### src/rtl/ks_pkg.sv
// ks_pkg: shared types, constants and control structs for the knapsack select unit.
// No dependencies.
package ks_pkg;

    localparam int MAX_ITEMS_DEF    = 32;
    localparam int MAX_CAPACITY_DEF = 255;
    localparam int VAL_W            = 21;
    localparam int WT_W             = 8;
    localparam int IV_W             = 16;
    localparam int IDX_W            = 5;
    localparam logic [VAL_W-1:0] VAL_MAX = {VAL_W{1'b1}};

    typedef enum logic [1:0] {
        REG_CAPACITY = 2'd0
    } reg_idx_t;

    typedef enum logic [3:0] {
        ST_IDLE,
        ST_CLEAR,
        ST_RD,
        ST_UPD,
        ST_WALK_RD,
        ST_WALK,
        ST_EMIT_RD,
        ST_EMIT,
        ST_DONE
    } state_t;

    // controller -> datapath
    typedef struct packed {
        logic start_set;    // latch capacity, reset counters
        logic take_item;    // capture item fields at the input transfer
        logic clr_wr;       // clear best row at cap_cnt
        logic load_item;    // cap_cnt <= set_cap
        logic upd_rd;       // issue row reads for cap_cnt
        logic upd_wr;       // write back cell, step cap_cnt down
        logic upd_end;      // store item, count it as loaded
        logic walk_init;    // n <= items_loaded, w <= set_cap
        logic walk_rd;      // read take bit / weight
        logic walk_step;    // apply walk decision
        logic emit_init;    // pick first selection
        logic emit_rd;      // read item stores
        logic emit_fire;    // present result
        logic emit_step;    // advance to next selection
    } ks_cmd_t;

    // datapath -> controller
    typedef struct packed {
        logic cnt_zero;     // cap_cnt == 0
        logic room;         // items_loaded < MAX_ITEMS
        logic walk_done;    // n == 0 or w == 0
        logic sel_none;     // no selected items left to emit
    } ks_sts_t;

endpackage

### src/rtl/ks_ctrl.sv
// ks_ctrl: sequencer for clear, row update, backtrack walk and result emission.
// Depends on ks_pkg.
module ks_ctrl (
    input  logic            clk,
    input  logic            rst_n,
    input  logic            start,
    input  logic            last_item,
    input  ks_pkg::ks_sts_t sts,
    output ks_pkg::ks_cmd_t cmd,
    output logic            busy
);
    ks_pkg::state_t state_reg, state_next;
    logic in_set_reg, in_set_next;
    logic last_reg, last_next;

    always_ff @(posedge clk or negedge rst_n)
    begin
        if (!rst_n)
        begin
            state_reg  <= ks_pkg::ST_IDLE;
            in_set_reg <= 1'b0;
            last_reg   <= 1'b0;
        end
        else
        begin
            state_reg  <= state_next;
            in_set_reg <= in_set_next;
            last_reg   <= last_next;
        end
    end

    always_comb
    begin
        state_next  = state_reg;
        in_set_next = in_set_reg;
        last_next   = last_reg;
        cmd         = '0;
        busy        = 1'b1;
        case (state_reg)
            ks_pkg::ST_IDLE:
            begin
                busy = 1'b0;
                if (start)
                begin
                    last_next = last_item;
                    if (!in_set_reg)
                    begin
                        cmd.start_set = 1'b1;
                        cmd.take_item = 1'b1;
                        in_set_next   = 1'b1;
                        state_next    = ks_pkg::ST_CLEAR;
                    end
                    else if (sts.room)
                    begin
                        cmd.load_item = 1'b1;
                        cmd.take_item = 1'b1;
                        state_next    = ks_pkg::ST_RD;
                    end
                    else if (last_item)
                    begin
                        cmd.walk_init = 1'b1;
                        state_next    = ks_pkg::ST_WALK_RD;
                    end
                end
            end
            ks_pkg::ST_CLEAR:
            begin
                cmd.clr_wr = 1'b1;
                if (sts.cnt_zero)
                begin
                    cmd.load_item = 1'b1;
                    state_next    = ks_pkg::ST_RD;
                end
            end
            ks_pkg::ST_RD:
            begin
                cmd.upd_rd = 1'b1;
                state_next = ks_pkg::ST_UPD;
            end
            ks_pkg::ST_UPD:
            begin
                cmd.upd_wr = 1'b1;
                if (sts.cnt_zero)
                begin
                    cmd.upd_end = 1'b1;
                    if (last_reg)
                    begin
                        state_next = ks_pkg::ST_DONE;
                    end
                    else
                    begin
                        state_next = ks_pkg::ST_IDLE;
                    end
                end
                else
                begin
                    state_next = ks_pkg::ST_RD;
                end
            end
            ks_pkg::ST_DONE:
            begin
                cmd.walk_init = 1'b1;
                state_next    = ks_pkg::ST_WALK_RD;
            end
            ks_pkg::ST_WALK_RD:
            begin
                if (sts.walk_done)
                begin
                    cmd.emit_init = 1'b1;
                    state_next    = ks_pkg::ST_EMIT_RD;
                end
                else
                begin
                    cmd.walk_rd = 1'b1;
                    state_next  = ks_pkg::ST_WALK;
                end
            end
            ks_pkg::ST_WALK:
            begin
                cmd.walk_step = 1'b1;
                state_next    = ks_pkg::ST_WALK_RD;
            end
            ks_pkg::ST_EMIT_RD:
            begin
                cmd.emit_rd = 1'b1;
                state_next  = ks_pkg::ST_EMIT;
            end
            ks_pkg::ST_EMIT:
            begin
                cmd.emit_fire = 1'b1;
                cmd.emit_step = 1'b1;
                if (sts.sel_none)
                begin
                    in_set_next = 1'b0;
                    state_next  = ks_pkg::ST_IDLE;
                end
                else
                begin
                    state_next = ks_pkg::ST_EMIT_RD;
                end
            end
            default:
            begin
                state_next = ks_pkg::ST_IDLE;
            end
        endcase
    end
endmodule

### config.mk
export PLATFORM = sky130hd
export DESIGN_NAME = ks_ctrl
export DESIGN_NICKNAME = d
export VERILOG_FILES = /design/src/rtl/ks_pkg.sv /design/src/rtl/ks_ctrl.sv
export SDC_FILE = /design/constraint.sdc
export NUM_CORES = 1
export LEC_CHECK = 0
export BUFFER_PORTS_ARGS = -buffer_cell sky130_fd_sc_hd__buf_2
export CAP_MARGIN = 20
export CORE_AREA = 2 2 39 41
export CTS_CLUSTER_SIZE = 30
export DETAILED_ROUTE_END_ITERATION = 10
export DIE_AREA = 0 0 41 43
export PLACE_DENSITY = 0.7
export SLEW_MARGIN = 20
export SYNTH_ARGS = -nofsm -noshare
export SYNTH_HDL_FRONTEND = slang
export SYNTH_SLANG_ARGS = --single-unit
### constraint.sdc
create_clock -name clk -period 3.45 [get_ports clk]
set_input_delay 0.69 -clock clk [delete_from_list [all_inputs] [get_ports clk]]
set_output_delay 0.69 -clock clk [all_outputs]
set_load 0.03 [all_outputs]
==> impl_results.md, run 1 <==
* Fin Setup TNS at 0 ps
* CTS buffer count at 3
* Vias in the first global route at 478
* Routed wire length at 1380 um
* Critical Path AT at 1690 ps
* Maximum Capacitance Violations at 0
* Seq/Total Area, Yosys at 28.8%
* RSZ-0062 raised after global routing: false
* DR vias at 551
* Clk_skew at 3.08 ps
* Gate Count Post-Synth at 61
* Worst skew pair latency at 240 ps
* Core Util, Final at 45.8%
* Slew Viols, Final at 0
* Worst Path Max Fanout at 18
* GRT Total Usage at 19.2%
* Pin count of the biggest net entering global routing at 19
* Main flop type after synthesis: dfrtp_1
* First-pass iteration count of the detailed router at 4
* Average size of a mapped cell at 8.53 um^2
* Max rail drop VDD at 0.000310 V
* DRC viols at 0
* Synth cell types at 36
* FILL cells at 146
* Relative slew slack at 66.3%
* Final instance area at 633 um^2
* Async SR Flop Fraction at 100%
* Syn-to-layout area delta at 21.6%
* Drt wl/cell at 14.3 um
* WS Path Type: flop to output port
* IO Port Bufs at 22
* Count of placed standard cells including taps at 93
* Worst-margin pin slew at 505 ps
* Status: completed
* Final setup violation count at 0
* LEAKAGE at 0.297 nW
* Syn nets at 69
* Synth warn at 0
* Starting DRT DRC Count at 22
* Worst setup margin at 1070 ps
* Pwr/cell area at 899 nW/um^2
* Die area at 1760 um^2
* Post-CTS Resized at 0
* Clock-pin slew on the worst setup and hold paths at 40 ps
* Die width at 41 um
* H-tree depth at 1
* Most common cell after layout, fill and taps aside: buf_2
* Minimum clock period at 2380 ps
* Final Net Count at 90
* Core area at 1380 um^2
* WP data required at 2760 ps
* Min-Delay Path Class: input port to async pin
* Gpl congestion at 0.849
* Number of flip-flops in the largest register at 4
* Post-DR vias/cell at 5.74
* Number of enable flip-flop cells after synthesis at 0
* Clock root cell: clkbuf_4
* # rows at 14
* Hpwl dp at 1050 um
* Antenna diodes at 0
* I/O pins at 23
* Fmax at 420 MHz
* Height of the die at 43 um
* Area of placed instances at 611 um^2
* CTS Buffer Depth at 2
* CTS tree: built
* Hold-fix buffers, CTS at 0
* Non-Filler Instances at 96
* Syn Std Cell Area at 520 um^2
* Worst setup SP type: flop
* #FFs+latches synth at 6
* Initial Util at 37.6%
* First-pass GRT wire length at 2220 um
* Post-CTS setup buffers at 0
* CP Capture Type: output port
* Share of cells above drive strength 1 at 36.3%
* Most frequent cells in the layout: 22 x buf_2, 8 x nor2_1, 6 x dfrtp_1
* Sink Count at 6
* Post-Place Worst Slack at 1230 ps
* GRT overflow at 0
* Antenna Nets Post-Route at 0
* Period Utilization, post-route at 69.0%
* Final hold violations at 0
* Antenna violations before repair at 0
## worst max-delay path: stages, from the launching register on
cell and delay (ps):
dfrtp_1 550, nand4b_1 270, a2111oi_1 370, buf_2 260
## synth_stat cells, types with 2 or more instances
cell	count	area [um^2]
nand2b_1	3	18.8
nand3_1	3	15.0
buf_2	2	10.0
dfrtp_1	6	150
nand2_1	2	7.51
nor3_1	3	15.0
buf_4	2	15.0
nor2b_1	3	18.8
nor2_1	8	30.0
and3_1	2	12.5
a2111oi_0	2	17.5
## per-stage QoR
step / power [W] / hold slack (ps)
6_report: 0.000569 / 266
5_1_grt: 0.000615 / 264
4_1_cts: 0.000574 / 253
3_5_place_dp: 0.000507 / 479
3_3_place_gp: 0.000501 / 468
2_1_floorplan: 0.000442 / 394
## cells by family (layout without fill, tap and decap cells)
group           after synthesis  after routing  synth area share, %
buf+inv                       6             25                 7.69
flops                         6              6                 28.8
simple gates                 34             34                 39.2
mux                           2              2                 4.09
compound gates               13             13                 20.2
## path summary, 6_finish.rpt
path	startpoint	to	slack [ps]	depth (start not counted)
worst min register to register	last_reg	last_reg	490	1
min in group clk	last_reg	last_reg	490	1
worst max-delay path	state_reg[0]	cmd[10]	1070	3
worst max register to register	state_reg[0]	state_reg[0]	1800	3
worst min-delay path	rst_n	state_reg[3]	270	1
max in group asynchronous	rst_n	state_reg[1]	3030	1
## area by class of cell
class                           instances  area (um^2)  area share (%)
Multi-Input combinational cell         49          330            52.2
Sequential cell                         6          150            23.7
Clock buffer                            3         22.5            3.56
Tap cell                               16         20.0            3.16
Timing Repair Buffer                   22          110            17.4
## metal layers
metal	share of wire [%]	global-route usage, %	vias to the layer above
li1	-	-	269
met1	44	27.3	260
met2	49	25.0	20
met3	4.7	3.14	2
met4	2.0	14.0	0
met5	0	0	-
## report_power, final
group	leakage [nW]	switching, W	internal, W
logic	0.210	0.000198	0.000130
clock network	0.0138	0.0000236	0.0000392
registers	0.0725	0.0000800	0.0000987
(Power assumes the default switching activity.)
==> run 2: changes to the inputs <==
==> constraint.sdc (replaced) <==
create_clock -name clk -period 2.3 [get_ports clk]
set_input_delay 0.46 -clock clk [delete_from_list [all_inputs] [get_ports clk]]
set_output_delay 0.46 -clock clk [all_outputs]
set_load 0.03 [all_outputs]
==> impl_results.md, run 2 (same netlist as run 1, synthesis figures left out) <==
* Minimum clock period at 2130 ps
* Sink Count at 6 (unchanged)
* Worst skew pair latency at 230 ps (about the same)
* Clock-pin slew on the worst setup and hold paths at 40 ps (about the same)
* Post-DR vias/cell at 5.47 (-4.7%)
* Most common cell after layout, fill and taps aside: buf_2
* Gpl congestion at 0.776 (-8.6%)
* Maximum Capacitance Violations at 0 (unchanged)
* GRT overflow at 0 (unchanged)
* CTS buffer count at 3 (unchanged)
* CTS Buffer Depth at 2 (unchanged)
* Combinational power share at 58.0% (+0.4 points)
* CP Capture Type: output port
* Flop pwr share at 31.4% (about the same)
* Period Utilization, post-route at 92.6%
* Clk_skew at 1.10 ps (-1.98 ps)
* DR vias at 525 (-4.7%)
* Core area at 1380 um^2 (unchanged)
* Hpwl dp at 916 um (-12%)
* Core Util, Final at 46.1% (+0.36 points)
* Share of cells above drive strength 1 at 37.5% (+1.3 points)
* Antenna violations before repair at 0 (unchanged)
* Clock Power Share at 10.6% (-0.4 points)
* LEAKAGE at 0.298 nW (+0.39%)
* Vias in the first global route at 426 (-11%)
* Syn-to-layout area delta at 22.6%
* Antenna Nets Post-Route at 0 (unchanged)
* First-pass GRT wire length at 1860 um (-16%)
* Clock root cell: clkbuf_4
* R2r setup slk at 650 ps (-1150 ps)
* Slew Viols, Final at 0 (unchanged)
* Final Net Count at 90 (unchanged)
* Worst-margin pin slew at 508 ps (+3.42 ps)
* Worst setup SP type: flop
* First-pass iteration count of the detailed router at 4 (unchanged)
* Die area at 1760 um^2 (unchanged)
* Post-CTS Resized at 0 (unchanged)
* # rows at 14 (unchanged)
* Critical Path AT at 1670 ps (-20 ps)
* Height of the die at 43 um (unchanged)
* GRT Total Usage at 15.4% (-3.8 points)
* I/O pins at 23 (unchanged)
* Initial Util at 37.6% (unchanged)
* Pwr/cell area at 1330 nW/um^2 (+48%)
* Routed wire length at 1180 um (-14%)
* Die width at 41 um (unchanged)
* Worst Path Max Fanout at 18 (unchanged)
* Final setup violation count at 0 (unchanged)
* Most frequent cells in the layout: 22 x buf_2, 8 x nor2_1, 6 x dfrtp_1
* RSZ-0062 raised after global routing: false
* Status: completed
* Min-Delay Path Class: input port to async pin
* Int Power at 0.000404 W (+51%)
* H-tree depth at 1 (unchanged)
* Net switching power at 0.000444 W (+47%)
* IO Port Bufs at 22 (unchanged)
* Number of flip-flops in the largest register at 4 (unchanged)
* Starting DRT DRC Count at 3 (-86%)
* Drt wl/cell at 12.3 um (-14%)
* Relative slew slack at 66.1% (-0.23 points)
* Pin count of the biggest net entering global routing at 19 (unchanged)
* Fin Setup TNS at 0 ps (unchanged)
* Worst setup margin at 171 ps (-897 ps)
* Fmax at 470 MHz
* DRC viols at 0 (unchanged)
* WP data required at 1840 ps (-920 ps)
* Post-CTS setup buffers at 0 (unchanged)
* Final hold violations at 0 (unchanged)
* Max rail drop VDD at 0.000628 V (+100%)
* Switching share of power at 52.3% (-0.64 points)
* WS Path Type: flop to output port
* CTS tree: built
* Hold-fix buffers, CTS at 0 (unchanged)
* Antenna diodes at 0 (unchanged)
* Post-Place Worst Slack at 419 ps (-810 ps)
run 2: cell counts in the layout (fill, tap and decap cells not counted):
No cell type changed its count.
run 2: final cells by class:
cell class / instances / area, um^2
Fill cell: 142 / 746
Multi-Input combinational cell: 49 / 335
Sequential cell: 6 / 150
Timing Repair Buffer: 22 / 110
Clock buffer: 3 / 22.5
Tap cell: 16 / 20.0
run 2: worst paths after layout:
| kind | depth (start not counted) | from | end |
|---|---|---|---|
| worst min-delay path | 1 | rst_n | in_set_reg |
| worst min register to register | 1 | last_reg | last_reg |
| worst max register to register | 3 | state_reg[0] | state_reg[0] |
| max in group asynchronous | 1 | rst_n | state_reg[2] |
| min in group clk | 2 | sts[0] | in_set_reg |
| worst max-delay path | 3 | state_reg[0] | cmd[10] |
run 2: worst max-delay path: stages, from the launching register on:
cell and delay [ps]:
dfrtp_1 550, nand4b_1 280, a2111oi_2 350, buf_2 250
run 2: per-layer routing:
metal	part of all wire, %	global-route usage, %	up-vias
met5	0	0	-
met3	2.4	2.09	0
met1	51	25.0	247
met4	0	8.67	0
li1	-	-	269
met2	46	18.8	9
run 2: per-stage QoR:
| step | power (W) | std cells | hold WS, ps | instance area [um^2] |
|---|---|---|---|---|
| floorplan | 0.000671 | 61 | 164 | 526 |
| global placement | 0.000760 | 93 | 289 | 616 |
| detailed placement | 0.000762 | 93 | 289 | 616 |
| CTS | 0.000858 | 96 | 32.2 | 638 |
| global route | 0.000924 | 96 | 31.8 | 638 |
| finish | 0.000848 | 96 | 38.1 | 638 |
run 2: power groups by stage:
| stage | combinational (W) | sequential (W) | clock [W] |
|---|---|---|---|
| floorplan | 0.000493 | 0.000178 | 0 |
| global placement | 0.000495 | 0.000265 | 0 |
| detailed placement | 0.000496 | 0.000266 | 0 |
| CTS | 0.000497 | 0.000265 | 0.0000957 |
| global route | 0.000544 | 0.000279 | 0.000102 |
| finish | 0.000492 | 0.000266 | 0.0000899 |
==> run 3: changes to the inputs <==
--- a/config.mk
+++ b/config.mk
@@ -7,11 +7,14 @@
 export LEC_CHECK = 0
 export BUFFER_PORTS_ARGS = -buffer_cell sky130_fd_sc_hd__buf_2
 export CAP_MARGIN = 20
-export CORE_AREA = 2 2 39 41
+export CELL_PAD_IN_SITES_DETAIL_PLACEMENT = 1
+export CELL_PAD_IN_SITES_GLOBAL_PLACEMENT = 2
+export CORE_ASPECT_RATIO = 0.7
+export CORE_MARGIN = 2
+export CORE_UTILIZATION = 24
 export CTS_CLUSTER_SIZE = 30
 export DETAILED_ROUTE_END_ITERATION = 10
-export DIE_AREA = 0 0 41 43
-export PLACE_DENSITY = 0.7
+export PLACE_DENSITY = 0.76
 export SLEW_MARGIN = 20
 export SYNTH_ARGS = -nofsm -noshare
 export SYNTH_HDL_FRONTEND = slang
==> impl_results.md, run 3 (same netlist as run 1, synthesis figures left out) <==
* Status: completed
* DR vias at 548 (+4.4%)
* DRC viols at 0 (unchanged)
* CTS tree: built
* Most common cell after layout, fill and taps aside: buf_2
* Maximum Capacitance Violations at 0 (unchanged)
* I/O pins at 23 (unchanged)
* Area of placed instances at 633 um^2 (+2.8%)
* Antenna diodes at 0 (unchanged)
* Final Net Count at 91 (+1.1%)
* Max rail drop VDD at 0.000374 V (-40%)
* Initial Util at 24.8% (-13 points)
* Final instance area at 656 um^2 (+2.7%)
* GRT overflow at 0 (unchanged)
* Hold-fix buffers, CTS at 0 (unchanged)
* WP data required at 1840 ps (about the same)
* WS Path Type: flop to output port
* CP Buf/Inv Count at 1 (unchanged)
* Minimum clock period at 2130 ps (+4.19 ps)
* Clock-pin slew on the worst setup and hold paths at 50 ps (about the same)
* Antenna Nets Post-Route at 0 (unchanged)
* Drt wl/cell at 15.0 um (+22%)
* Critical path's top delay family: flip-flops
* CP Capture Type: output port
* Core Util, Final at 31.2% (-15 points)
* Sink Count at 6 (unchanged)
* Min-Delay Path Class: input port to async pin
* Pwr/cell area at 1350 nW/um^2 (+1.7%)
* Critical Path AT at 1670 ps (about the same)
* Core area at 2100 um^2 (+52%)
* Final hold violations at 0 (unchanged)
* IO Port Bufs at 22 (unchanged)
* Post-CTS setup buffers at 0 (unchanged)
* Gpl congestion at 0.792 (+2.1%)
* LEAKAGE at 0.303 nW (+1.6%)
* Worst-margin pin slew at 519 ps (+11.0 ps)
* H-tree depth at 1 (unchanged)
* Antenna violations before repair at 0 (unchanged)
* Die area at 2560 um^2 (+45%)
* Fmax at 469 MHz (-0.20%)
* Relative slew slack at 65.4% (-0.73 points)
* First-pass iteration count of the detailed router at 4 (unchanged)
* Most frequent cells in the layout: 22 x buf_2, 8 x nor2_1, 6 x dfrtp_1
* CP max-delay cell: dfrtp_1
* Number of flip-flops in the largest register at 4 (unchanged)
* Pin count of the biggest net entering global routing at 19 (unchanged)
* Share of cells above drive strength 1 at 38.3% (+0.77 points)
* Height of the die at 43.0 um (about the same)
* Clock root cell: clkbuf_4
* Routed wire length at 1570 um (+33%)
* Worst setup SP type: flop
* CTS Buffer Depth at 2 (unchanged)
* # rows at 14 (unchanged)
* Max incr delay on CP at 560 ps (about the same)
* Period Utilization, post-route at 92.7% (+0.18 points)
* First-pass GRT wire length at 2680 um (+44%)
* Worst-path cell chain: nand4b_1 > a2111oi_2 > buf_2
* CTS buffer count at 3 (unchanged)
* GRT Total Usage at 13.7% (-1.7 points)
* Clk_skew at 6.15 ps (+5.05 ps)
* RSZ-0062 raised after global routing: false
* Post-DR vias/cell at 5.22 (-4.6%)
* Slew Viols, Final at 0 (unchanged)
* Hpwl dp at 1220 um (+33%)
* Fin Setup TNS at 0 ps (unchanged)
* Starting DRT DRC Count at 6 (+3)
* Worst Path Max Fanout at 18 (unchanged)
* Syn-to-layout area delta at 26.0%
* Final setup violation count at 0 (unchanged)
* Worst skew pair latency at 240 ps (about the same)
* Vias in the first global route at 578 (+36%)
* Post-CTS Resized at 0 (unchanged)
* Die width at 59.7 um (+46%)
==> run 3: worst register-to-register path, stage by stage, from the launching register on <==
cell       delay, ps
dfrtp_1          560
or3_1            460
a211oi_1         380
a2111oi_0        150
==> run 3: metrics by stage <==
stage	hold WS, ps	worst slack, ps	power [W]	instances
global placement	292	407	0.000793	102
CTS	25.2	146	0.000894	105
global route	21.1	9.42	0.000964	105
floorplan	164	24.9	0.000671	61
detailed placement	292	408	0.000792	102
finish	34.2	167	0.000886	105
==> run 3: worst paths after layout <==
path                       cells past startpoint  slack [ps]            to    startpoint
setup / recovery                               3         170       cmd[10]  state_reg[0]
hold / removal                                 1          30      last_reg         rst_n
setup reg to reg                               3         620  state_reg[1]  state_reg[0]
hold reg to reg                                1         490      last_reg      last_reg
max in group asynchronous                      1        2120  state_reg[2]         rst_n
min in group clk                               2         430    in_set_reg        sts[0]
==> run 3: final cells by class <==
type,count,area (um^2)
clock buffers,3,22.5
fillers,263,1450
multi-input cells,49,335
flip-flops and latches,6,150
well taps,24,30.0
repair buffers,23,118
==> run 3: where the power goes <==
| group | internal (W) | switching (W) | total [W] |
|---|---|---|---|
| clock network | 0.0000588 | 0.0000349 | 0.0000937 |
| registers | 0.000148 | 0.000112 | 0.000261 |
| logic | 0.000208 | 0.000323 | 0.000532 |
| total | 0.000415 | 0.000470 | 0.000886 |
==> run 3: per-layer routing <==
layer / wire length [um] / GRT usage [%]
met5: 0 / 0
met4: 0 / 1.33
met3: 59 / 4.57
met2: 667 / 19.6
met1: 846 / 20.4
